[src/mgm_pkg.sv]
package mgm_pkg;

    localparam int unsigned HalfW    = 32;
    localparam int unsigned BlockW   = 64;
    localparam int unsigned KeyRegW  = 64;
    localparam int unsigned NumKeyReg = 4;
    localparam int unsigned NumRounds = 32;
    localparam int unsigned NumRk    = 8;
    localparam int unsigned RotAmt   = 11;

    localparam logic CMD_ENCRYPT = 1'b0;
    localparam logic CMD_DECRYPT = 1'b1;

    typedef logic [HalfW-1:0] half_t;
    typedef logic [2:0] rk_idx_t;
    typedef logic [1:0] key_idx_t;
    typedef logic [NumRk-1:0][HalfW-1:0] rk_set_t;

    // Request and result payloads carried by the stream interfaces.
    typedef struct packed {
        logic              cmd;
        logic [BlockW-1:0] block_in;
    } req_t;

    typedef struct packed {
        logic [BlockW-1:0] block_out;
    } rsp_t;

    // One pipeline slot: valid travels with the halves and the direction.
    typedef struct packed {
        logic  valid;
        logic  dec;
        half_t l;
        half_t r;
    } stage_t;

    typedef logic [3:0] nib_t;

    localparam nib_t SBOX [8][16] = '{
        '{4'hc, 4'h4, 4'h6, 4'h2, 4'ha, 4'h5, 4'hb, 4'h9,
          4'he, 4'h8, 4'hd, 4'h7, 4'h0, 4'h3, 4'hf, 4'h1},
        '{4'h6, 4'h8, 4'h2, 4'h3, 4'h9, 4'ha, 4'h5, 4'hc,
          4'h1, 4'he, 4'h4, 4'h7, 4'hb, 4'hd, 4'h0, 4'hf},
        '{4'hb, 4'h3, 4'h5, 4'h8, 4'h2, 4'hf, 4'ha, 4'hd,
          4'he, 4'h1, 4'h7, 4'h4, 4'hc, 4'h9, 4'h6, 4'h0},
        '{4'hc, 4'h8, 4'h2, 4'h1, 4'hd, 4'h4, 4'hf, 4'h6,
          4'h7, 4'h0, 4'ha, 4'h5, 4'h3, 4'he, 4'h9, 4'hb},
        '{4'h7, 4'hf, 4'h5, 4'ha, 4'h8, 4'h1, 4'h6, 4'hd,
          4'h0, 4'h9, 4'h3, 4'he, 4'hb, 4'h4, 4'h2, 4'hc},
        '{4'h5, 4'hd, 4'hf, 4'h6, 4'h9, 4'h2, 4'hc, 4'ha,
          4'hb, 4'h7, 4'h8, 4'h1, 4'h4, 4'h3, 4'he, 4'h0},
        '{4'h8, 4'he, 4'h2, 4'h5, 4'h6, 4'h9, 4'h1, 4'hc,
          4'hf, 4'h4, 4'hb, 4'h0, 4'hd, 4'ha, 4'h3, 4'h7},
        '{4'h1, 4'h7, 4'he, 4'hd, 4'h0, 4'h5, 4'h8, 4'h3,
          4'h4, 4'hf, 4'ha, 4'h6, 4'h9, 4'hc, 4'hb, 4'h2}
    };

    // Round key used by a given round when encrypting.
    function automatic rk_idx_t enc_rk_idx(input int unsigned rnd);
        if (rnd < 24)
            return rk_idx_t'(rnd % 8);
        return rk_idx_t'(7 - (rnd % 8));
    endfunction

    // Round key used by a given round when decrypting.
    function automatic rk_idx_t dec_rk_idx(input int unsigned rnd);
        if (rnd < 8)
            return rk_idx_t'(rnd);
        return rk_idx_t'(7 - (rnd % 8));
    endfunction

endpackage

[src/mgm_stream_if.sv]
interface mgm_stream_if #(
    parameter type payload_t = mgm_pkg::req_t
);
    logic     valid;
    logic     ready;
    payload_t payload;

    modport source (output valid, output payload, input ready);
    modport sink   (input valid, input payload, output ready);
endinterface

[src/mgm_keys.sv]
module mgm_keys (
    input  logic                           clk,
    input  logic                           rst_n,
    input  logic                           cfg_we,
    input  mgm_pkg::key_idx_t              cfg_index,
    input  logic [mgm_pkg::KeyRegW-1:0]    cfg_data,
    output mgm_pkg::rk_set_t               rk
);

    logic [mgm_pkg::NumKeyReg-1:0][mgm_pkg::KeyRegW-1:0] key_reg;

    // Key registers; the user must write them only while the pipeline is empty, the block does not enforce it.
    always_ff @(posedge clk or negedge rst_n)
    begin
        if (!rst_n)
        begin
            key_reg <= '0;
        end
        else if (cfg_we)
        begin
            key_reg[cfg_index] <= cfg_data;
        end
    end

    // Key register 3 holds round keys 0 and 1, register 0 holds 6 and 7.
    always_comb
    begin
        for (int n = 0; n < mgm_pkg::NumRk; n++)
        begin
            if ((n % 2) == 0)
                rk[mgm_pkg::rk_idx_t'(n)] = key_reg[mgm_pkg::key_idx_t'(3 - n / 2)][63:32];
            else
                rk[mgm_pkg::rk_idx_t'(n)] = key_reg[mgm_pkg::key_idx_t'(3 - n / 2)][31:0];
        end
    end

endmodule

[src/mgm_round.sv]
module mgm_round (
    input  logic                 clk,
    input  logic                 rst_n,
    input  logic                 en,
    input  mgm_pkg::stage_t      stage_in,
    input  mgm_pkg::half_t       rk,
    output mgm_pkg::stage_t      stage_out
);

    mgm_pkg::half_t sum;
    mgm_pkg::half_t sub;
    mgm_pkg::half_t rot;
    logic           valid_reg;
    logic           dec_reg;
    mgm_pkg::half_t l_reg;
    mgm_pkg::half_t r_reg;

    // Round function: key add, nibble substitution, rotate left by 11.
    always_comb
    begin
        sum = stage_in.r + rk;
        for (int i = 0; i < 8; i++)
        begin
            sub[4*i +: 4] = mgm_pkg::SBOX[3'(i)][sum[4*i +: 4]];
        end
        rot = {sub[mgm_pkg::HalfW-mgm_pkg::RotAmt-1:0],
               sub[mgm_pkg::HalfW-1:mgm_pkg::HalfW-mgm_pkg::RotAmt]};
    end

    // Valid bit of the slot.
    always_ff @(posedge clk or negedge rst_n)
    begin
        if (!rst_n)
        begin
            valid_reg <= 1'b0;
        end
        else if (en)
        begin
            valid_reg <= stage_in.valid;
        end
    end

    // Feistel step: halves swap, the new right half is f xor left.
    always_ff @(posedge clk)
    begin
        if (en)
        begin
            dec_reg <= stage_in.dec;
            l_reg   <= stage_in.r;
            r_reg   <= rot ^ stage_in.l;
        end
    end

    assign stage_out = '{valid: valid_reg, dec: dec_reg, l: l_reg, r: r_reg};

endmodule

[src/magma_block_cipher.sv]
// Magma (64-bit block, 256-bit key) cipher engine, fully unrolled.
//
// Requests arrive on cipher_req: cmd selects encryption (0) or decryption
// (1) of block_in. Results leave on cipher_rsp as block_out, in request
// order, one result per request. The 256-bit key is loaded through the
// write port (cfg_we, cfg_index, cfg_data) as four 64-bit words; it must
// only be written while no request is in flight.
//
// Each of the 32 rounds is one pipeline register stage. One request is
// accepted every cycle while the receiver does not stall. The last
// round stage is the output register.
//
// Reset clears every slot's valid bit and the key to all zeros. When the
// receiver stalls with a result waiting, the whole pipeline holds and
// cipher_req.ready drops; ready returns as soon as the result is taken or
// the output slot is empty, so no request is lost or repeated.
module magma_block_cipher (
    input  logic                          clk,
    input  logic                          rst_n,
    mgm_stream_if.sink                    cipher_req,
    mgm_stream_if.source                  cipher_rsp,
    input  logic                          cfg_we,
    input  mgm_pkg::key_idx_t             cfg_index,
    input  logic [mgm_pkg::KeyRegW-1:0]   cfg_data
);

    mgm_pkg::rk_set_t rk;
    mgm_pkg::stage_t  stage [mgm_pkg::NumRounds+1];
    mgm_pkg::req_t    req;
    logic             en;

    mgm_keys u_keys (
        .clk       (clk),
        .rst_n     (rst_n),
        .cfg_we    (cfg_we),
        .cfg_index (cfg_index),
        .cfg_data  (cfg_data),
        .rk        (rk)
    );

    // The pipeline advances as a whole unless a result sits unclaimed.
    assign en = !stage[mgm_pkg::NumRounds].valid || cipher_rsp.ready;
    assign cipher_req.ready = en;

    // Feed the first round: low word is the right half.
    assign req = cipher_req.payload;
    assign stage[0] = '{valid: cipher_req.valid,
                        dec:   (req.cmd == mgm_pkg::CMD_DECRYPT),
                        l:     req.block_in[63:32],
                        r:     req.block_in[31:0]};

    // One round per stage, each with its own round key for either direction.
    for (genvar g = 0; g < mgm_pkg::NumRounds; g++)
    begin : g_round
        localparam mgm_pkg::rk_idx_t EncIdx = mgm_pkg::enc_rk_idx(g);
        localparam mgm_pkg::rk_idx_t DecIdx = mgm_pkg::dec_rk_idx(g);
        mgm_pkg::half_t rk_sel;

        assign rk_sel = stage[g].dec ? rk[DecIdx] : rk[EncIdx];

        mgm_round u_round (
            .clk       (clk),
            .rst_n     (rst_n),
            .en        (en),
            .stage_in  (stage[g]),
            .rk        (rk_sel),
            .stage_out (stage[g+1])
        );
    end

    // The last round does not swap, so undo the stage's swap on output.
    assign cipher_rsp.valid = stage[mgm_pkg::NumRounds].valid;
    assign cipher_rsp.payload = '{block_out: {stage[mgm_pkg::NumRounds].r,
                                              stage[mgm_pkg::NumRounds].l}};

endmodule

[src/flat_wrapper.sv]
// flat-port wrapper written by rule: the top's interface ports become plain ports
module magma_block_cipher_flat 
  (clk, rst_n, cfg_we, cfg_index, cfg_data, cipher_req_valid, cipher_req_payload, cipher_req_ready, cipher_rsp_valid, cipher_rsp_payload, cipher_rsp_ready);
  mgm_stream_if #(.payload_t(mgm_pkg::req_t)) cipher_req_i ();
  mgm_stream_if #(.payload_t(mgm_pkg::rsp_t)) cipher_rsp_i ();
  input  logic clk;
  input  logic rst_n;
  input  logic cfg_we;
  input  mgm_pkg::key_idx_t cfg_index;
  input  logic [mgm_pkg::KeyRegW-1:0] cfg_data;
  input wire logic [$bits(cipher_req_i.valid)-1:0] cipher_req_valid;
  input wire logic [$bits(cipher_req_i.payload)-1:0] cipher_req_payload;
  output wire logic [$bits(cipher_req_i.ready)-1:0] cipher_req_ready;
  output wire logic [$bits(cipher_rsp_i.valid)-1:0] cipher_rsp_valid;
  output wire logic [$bits(cipher_rsp_i.payload)-1:0] cipher_rsp_payload;
  input wire logic [$bits(cipher_rsp_i.ready)-1:0] cipher_rsp_ready;
  assign cipher_req_i.valid = cipher_req_valid;
  assign cipher_req_i.payload = cipher_req_payload;
  assign cipher_req_ready = cipher_req_i.ready;
  assign cipher_rsp_valid = cipher_rsp_i.valid;
  assign cipher_rsp_payload = cipher_rsp_i.payload;
  assign cipher_rsp_i.ready = cipher_rsp_ready;
  magma_block_cipher u_core (.clk(clk), .rst_n(rst_n), .cipher_req(cipher_req_i), .cipher_rsp(cipher_rsp_i), .cfg_we(cfg_we), .cfg_index(cfg_index), .cfg_data(cfg_data));
endmodule
[config.mk]
export PLATFORM = sky130hd
export DESIGN_NAME = magma_block_cipher_flat
export DESIGN_NICKNAME = d
export VERILOG_FILES = /design/src/mgm_pkg.sv /design/src/mgm_stream_if.sv /design/src/mgm_keys.sv /design/src/mgm_round.sv /design/src/magma_block_cipher.sv /design/src/flat_wrapper.sv
export SDC_FILE = /design/constraint.sdc
export NUM_CORES = 2
export LEC_CHECK = 0
export BUFFER_PORTS_ARGS = -buffer_cell sky130_fd_sc_hd__buf_2
export CORE_MARGIN = 2
export CORE_UTILIZATION = 35
export CTS_CLUSTER_DIAMETER = 200
export DETAILED_ROUTE_END_ITERATION = 8
export PLACE_DENSITY = 0.51
export SLEW_MARGIN = 20
export SYNTH_ARGS = -nofsm -noshare
export SYNTH_HDL_FRONTEND = slang
export SYNTH_SLANG_ARGS = --single-unit
[constraint.sdc]
create_clock -name clk -period 85.6 [get_ports clk]
set_input_delay 21.4 -clock clk [delete_from_list [all_inputs] [get_ports clk]]
set_output_delay 21.4 -clock clk [all_outputs]
set_load 0.05 [all_outputs]
==> impl_metrics.env <==
export IMPL_run_status="completed"
export IMPL_synth_top_family_by_area="adder cells"
export IMPL_slowest_stage="buf_2"
export IMPL_portBuffers=116
export IMPL_finalWorstSetupSlack_ns=42.08
export IMPL_avgRoutedWirePerCell_um=21.7
export IMPL_path_clk_slew_ns=0.06
export IMPL_fp_coreArea_um2=195000
export IMPL_htree_levels=4
export IMPL_critPathCaptureType="output port"
export IMPL_grt_antenna_before_repair=17
export IMPL_path_class="in -> out"
export IMPL_synth_top_flop_cell="edfxtp_1"
export IMPL_hold_depth=0
export IMPL_syn_inst=5306
export IMPL_via_per_inst=4.94
export IMPL_ys_seq_area_frac=0.517
export IMPL_hp_start="u_core.g_round[30].u_round.r_reg[22]"
export IMPL_dp_hpwl_um=128000
export IMPL_die_height_um=446
export IMPL_clk_path_buf_depth=3
export IMPL_yosysWarnings=0
export IMPL_grt_pass1_wl_um=258000
export IMPL_critPathMaxFanout=14
export IMPL_synth_xor_area_share=0.0892
export IMPL_place_gp_congestion=0.880
export IMPL_slew_violations=0
export IMPL_synthAdderAreaFrac=0.137
export IMPL_synthMuxAreaShare=0.106
export IMPL_track_usage=0.177
export IMPL_synthTopCellsByArea="edfxtp_1 46%, ha_1 13%, dfrtp_1 5.8%, xnor2_1 5.5%, mux2_2 4.0%"
export IMPL_synthArstFlopShare=0.133
export IMPL_cts_setup_buffers=0
export IMPL_syn_to_final_growth_pct=12.2
export IMPL_drive_gt1_frac=0.133
export IMPL_drc_errors=0
export IMPL_rsz0062_at_grt="false"
export IMPL_r2r_end="u_core.g_round[26].u_round.l_reg[23]"
export IMPL_die_x_um=446
export IMPL_yosysTopAreaCell="edfxtp_1"
export IMPL_setup_violations=0
export IMPL_min_period_ns=43.52
export IMPL_r2r_slack_ns=80.53
export IMPL_syn_area_per_cell_um2=12.9
export IMPL_utilization=0.395
export IMPL_drt_wl_total_um=178000
export IMPL_ios=202
export IMPL_syn_cell_area_um2=68500
export IMPL_cts_root_buf="clkbuf_16"
export IMPL_cpPeakStageDelay_ns=0.39
export IMPL_hold_buffers=0
export IMPL_first_pass_iters=7
export IMPL_finalInstanceArea_um2=76900
export IMPL_required_ns=64.20
export IMPL_yosys_area_share_simple=0.0439
export IMPL_cts_tree="yes"
export IMPL_synth_compound_area_frac=0.0748
export IMPL_fillCellCount=18294
export IMPL_finalSetupTns_ns=0
export IMPL_clock_skew_ns=0.0266
export IMPL_crit_start="cipher_rsp_ready"
export IMPL_reg2reg_depth=6
export IMPL_cts_made_buffers=143
export IMPL_path_cells="buf_2, nand2b_4, buf_2"
export IMPL_ctsResizeCount=0
export IMPL_vias=40473
export IMPL_pre_cts_slack_ns=42.01
export IMPL_final_hold_violation_count=0
export IMPL_crit_arrival_ns=22.12
export IMPL_grt_max_degree=164
export IMPL_final_nets=6312
export IMPL_max_cap_violations=0
export IMPL_ant_nets=0
export IMPL_max_freq_mhz=23.0
export IMPL_cp_start_kind="primary input"
export IMPL_worst_slew_pin_slew_ns=1.05
export IMPL_synth_top_area_frac=0.459
export IMPL_ys_types=68
export IMPL_hold_class="reg -> reg"
export IMPL_drtIter0Drc=3091
export IMPL_clock_latency_ns=0.80
export IMPL_place_area_um2=72000
export IMPL_reg2reg_from="u_core.g_round[31].u_round.valid_reg"
export IMPL_core_rowCount=162
export IMPL_floorplan_initialDensity=0.352
export IMPL_cts_sinks=1207
export IMPL_critPathCapture="cipher_req_ready"
export IMPL_synth_edff_count=1047
export IMPL_dieArea_um2=199000
export IMPL_ys_seq_elements=1207
export IMPL_relSlewSlack=0.300
export IMPL_grt_pass1_vias=38718
export IMPL_overflow=0
export IMPL_path_common_cell="buf_2"
export IMPL_finalCritPeriodShare=0.508
final cells by class:
cell class	instances	area, um2	share of cell area
Timing Repair Buffer	159	967	0.0126
Clock inverter	72	923	0.0120
Inverter	339	1270	0.0166
Antenna cell	6	15.0	0.000195
Sequential cell	1207	35400	0.461
Multi-Input combinational cell	3602	31100	0.404
Clock buffer	191	3900	0.0507
Tap cell	2624	3280	0.0427
critical path, delay by kind of cell:
kind / cells / cell delay, ns
simple gates: 1 / 0.24
buf+inv: 2 / 0.46
per-layer routing:
layer / GRT usage / wire (um)
met3: 0.0292 / 7720
met4: 0.0568 / 5300
met2: 0.283 / 82100
met1: 0.245 / 82300
met5: 0 / 53
worst min path at each step:
stage,to
6_report,u_core.g_round[31].u_round.l_reg[22]
5_1_grt,u_core.g_round[31].u_round.l_reg[24]
4_1_cts,u_core.g_round[28].u_round.l_reg[19]
3_5_place_dp,u_core.g_round[10].u_round.l_reg[23]
3_3_place_gp,u_core.g_round[12].u_round.l_reg[20]
2_1_floorplan,u_core.g_round[10].u_round.l_reg[16]
cells by family (layout without fill, tap and decap cells):
| logic type | Yosys count | in the layout |
|---|---|---|
| other | 1 | 38 |
| AND/OR/NAND/NOR | 707 | 707 |
| multiplexers | 556 | 556 |
| adder cells (fa/ha/maj) | 734 | 734 |
| flip-flops | 1207 | 1207 |
| AO/OA/AOI/OAI | 875 | 875 |
| buffers and inverters | 528 | 761 |
| XOR/XNOR | 698 | 698 |
synth_stat cells, types with 18 or more instances:
cell / instances
a21o_1: 70
nand2b_1: 52
mux2i_1: 203
mux4_2: 112
a21oi_1: 383
xor2_1: 268
a221oi_1: 33
edfxtp_1: 1047
xnor2_1: 430
fa_1: 32
inv_1: 339
dfrtp_1: 160
o21ai_0: 220
buf_1: 23
nor3_1: 52
nor2_1: 311
ha_1: 692
a31oi_1: 40
buf_4: 32
o211ai_1: 22
buf_2: 18
a211oi_1: 58
mux2_2: 241
clkbuf_1: 114
nand2_1: 244
through the flow:
| stage | hold WS (ns) | std cells |
|---|---|---|
| floorplan | 0.400 | 5337 |
| global placement | 0.400 | 7930 |
| detailed placement | 0.405 | 7930 |
| CTS | 0.411 | 8193 |
| global route | 0.419 | 8198 |
| finish | 0.407 | 8200 |
placed cells by master (no fill, tap or decap), types with 220 or more instances in the layout:
cell,Yosys,routed
xnor2_1,430,430
mux2_2,241,241
edfxtp_1,1047,1047
ha_1,692,692
nand2_1,244,244
xor2_1,268,268
o21ai_0,220,220
inv_1,339,339
a21oi_1,383,383
nor2_1,311,311
Power is left out: the tool's default activity adds up to more than one toggle a clock period on the data nets, which glitch-free logic cannot reach.
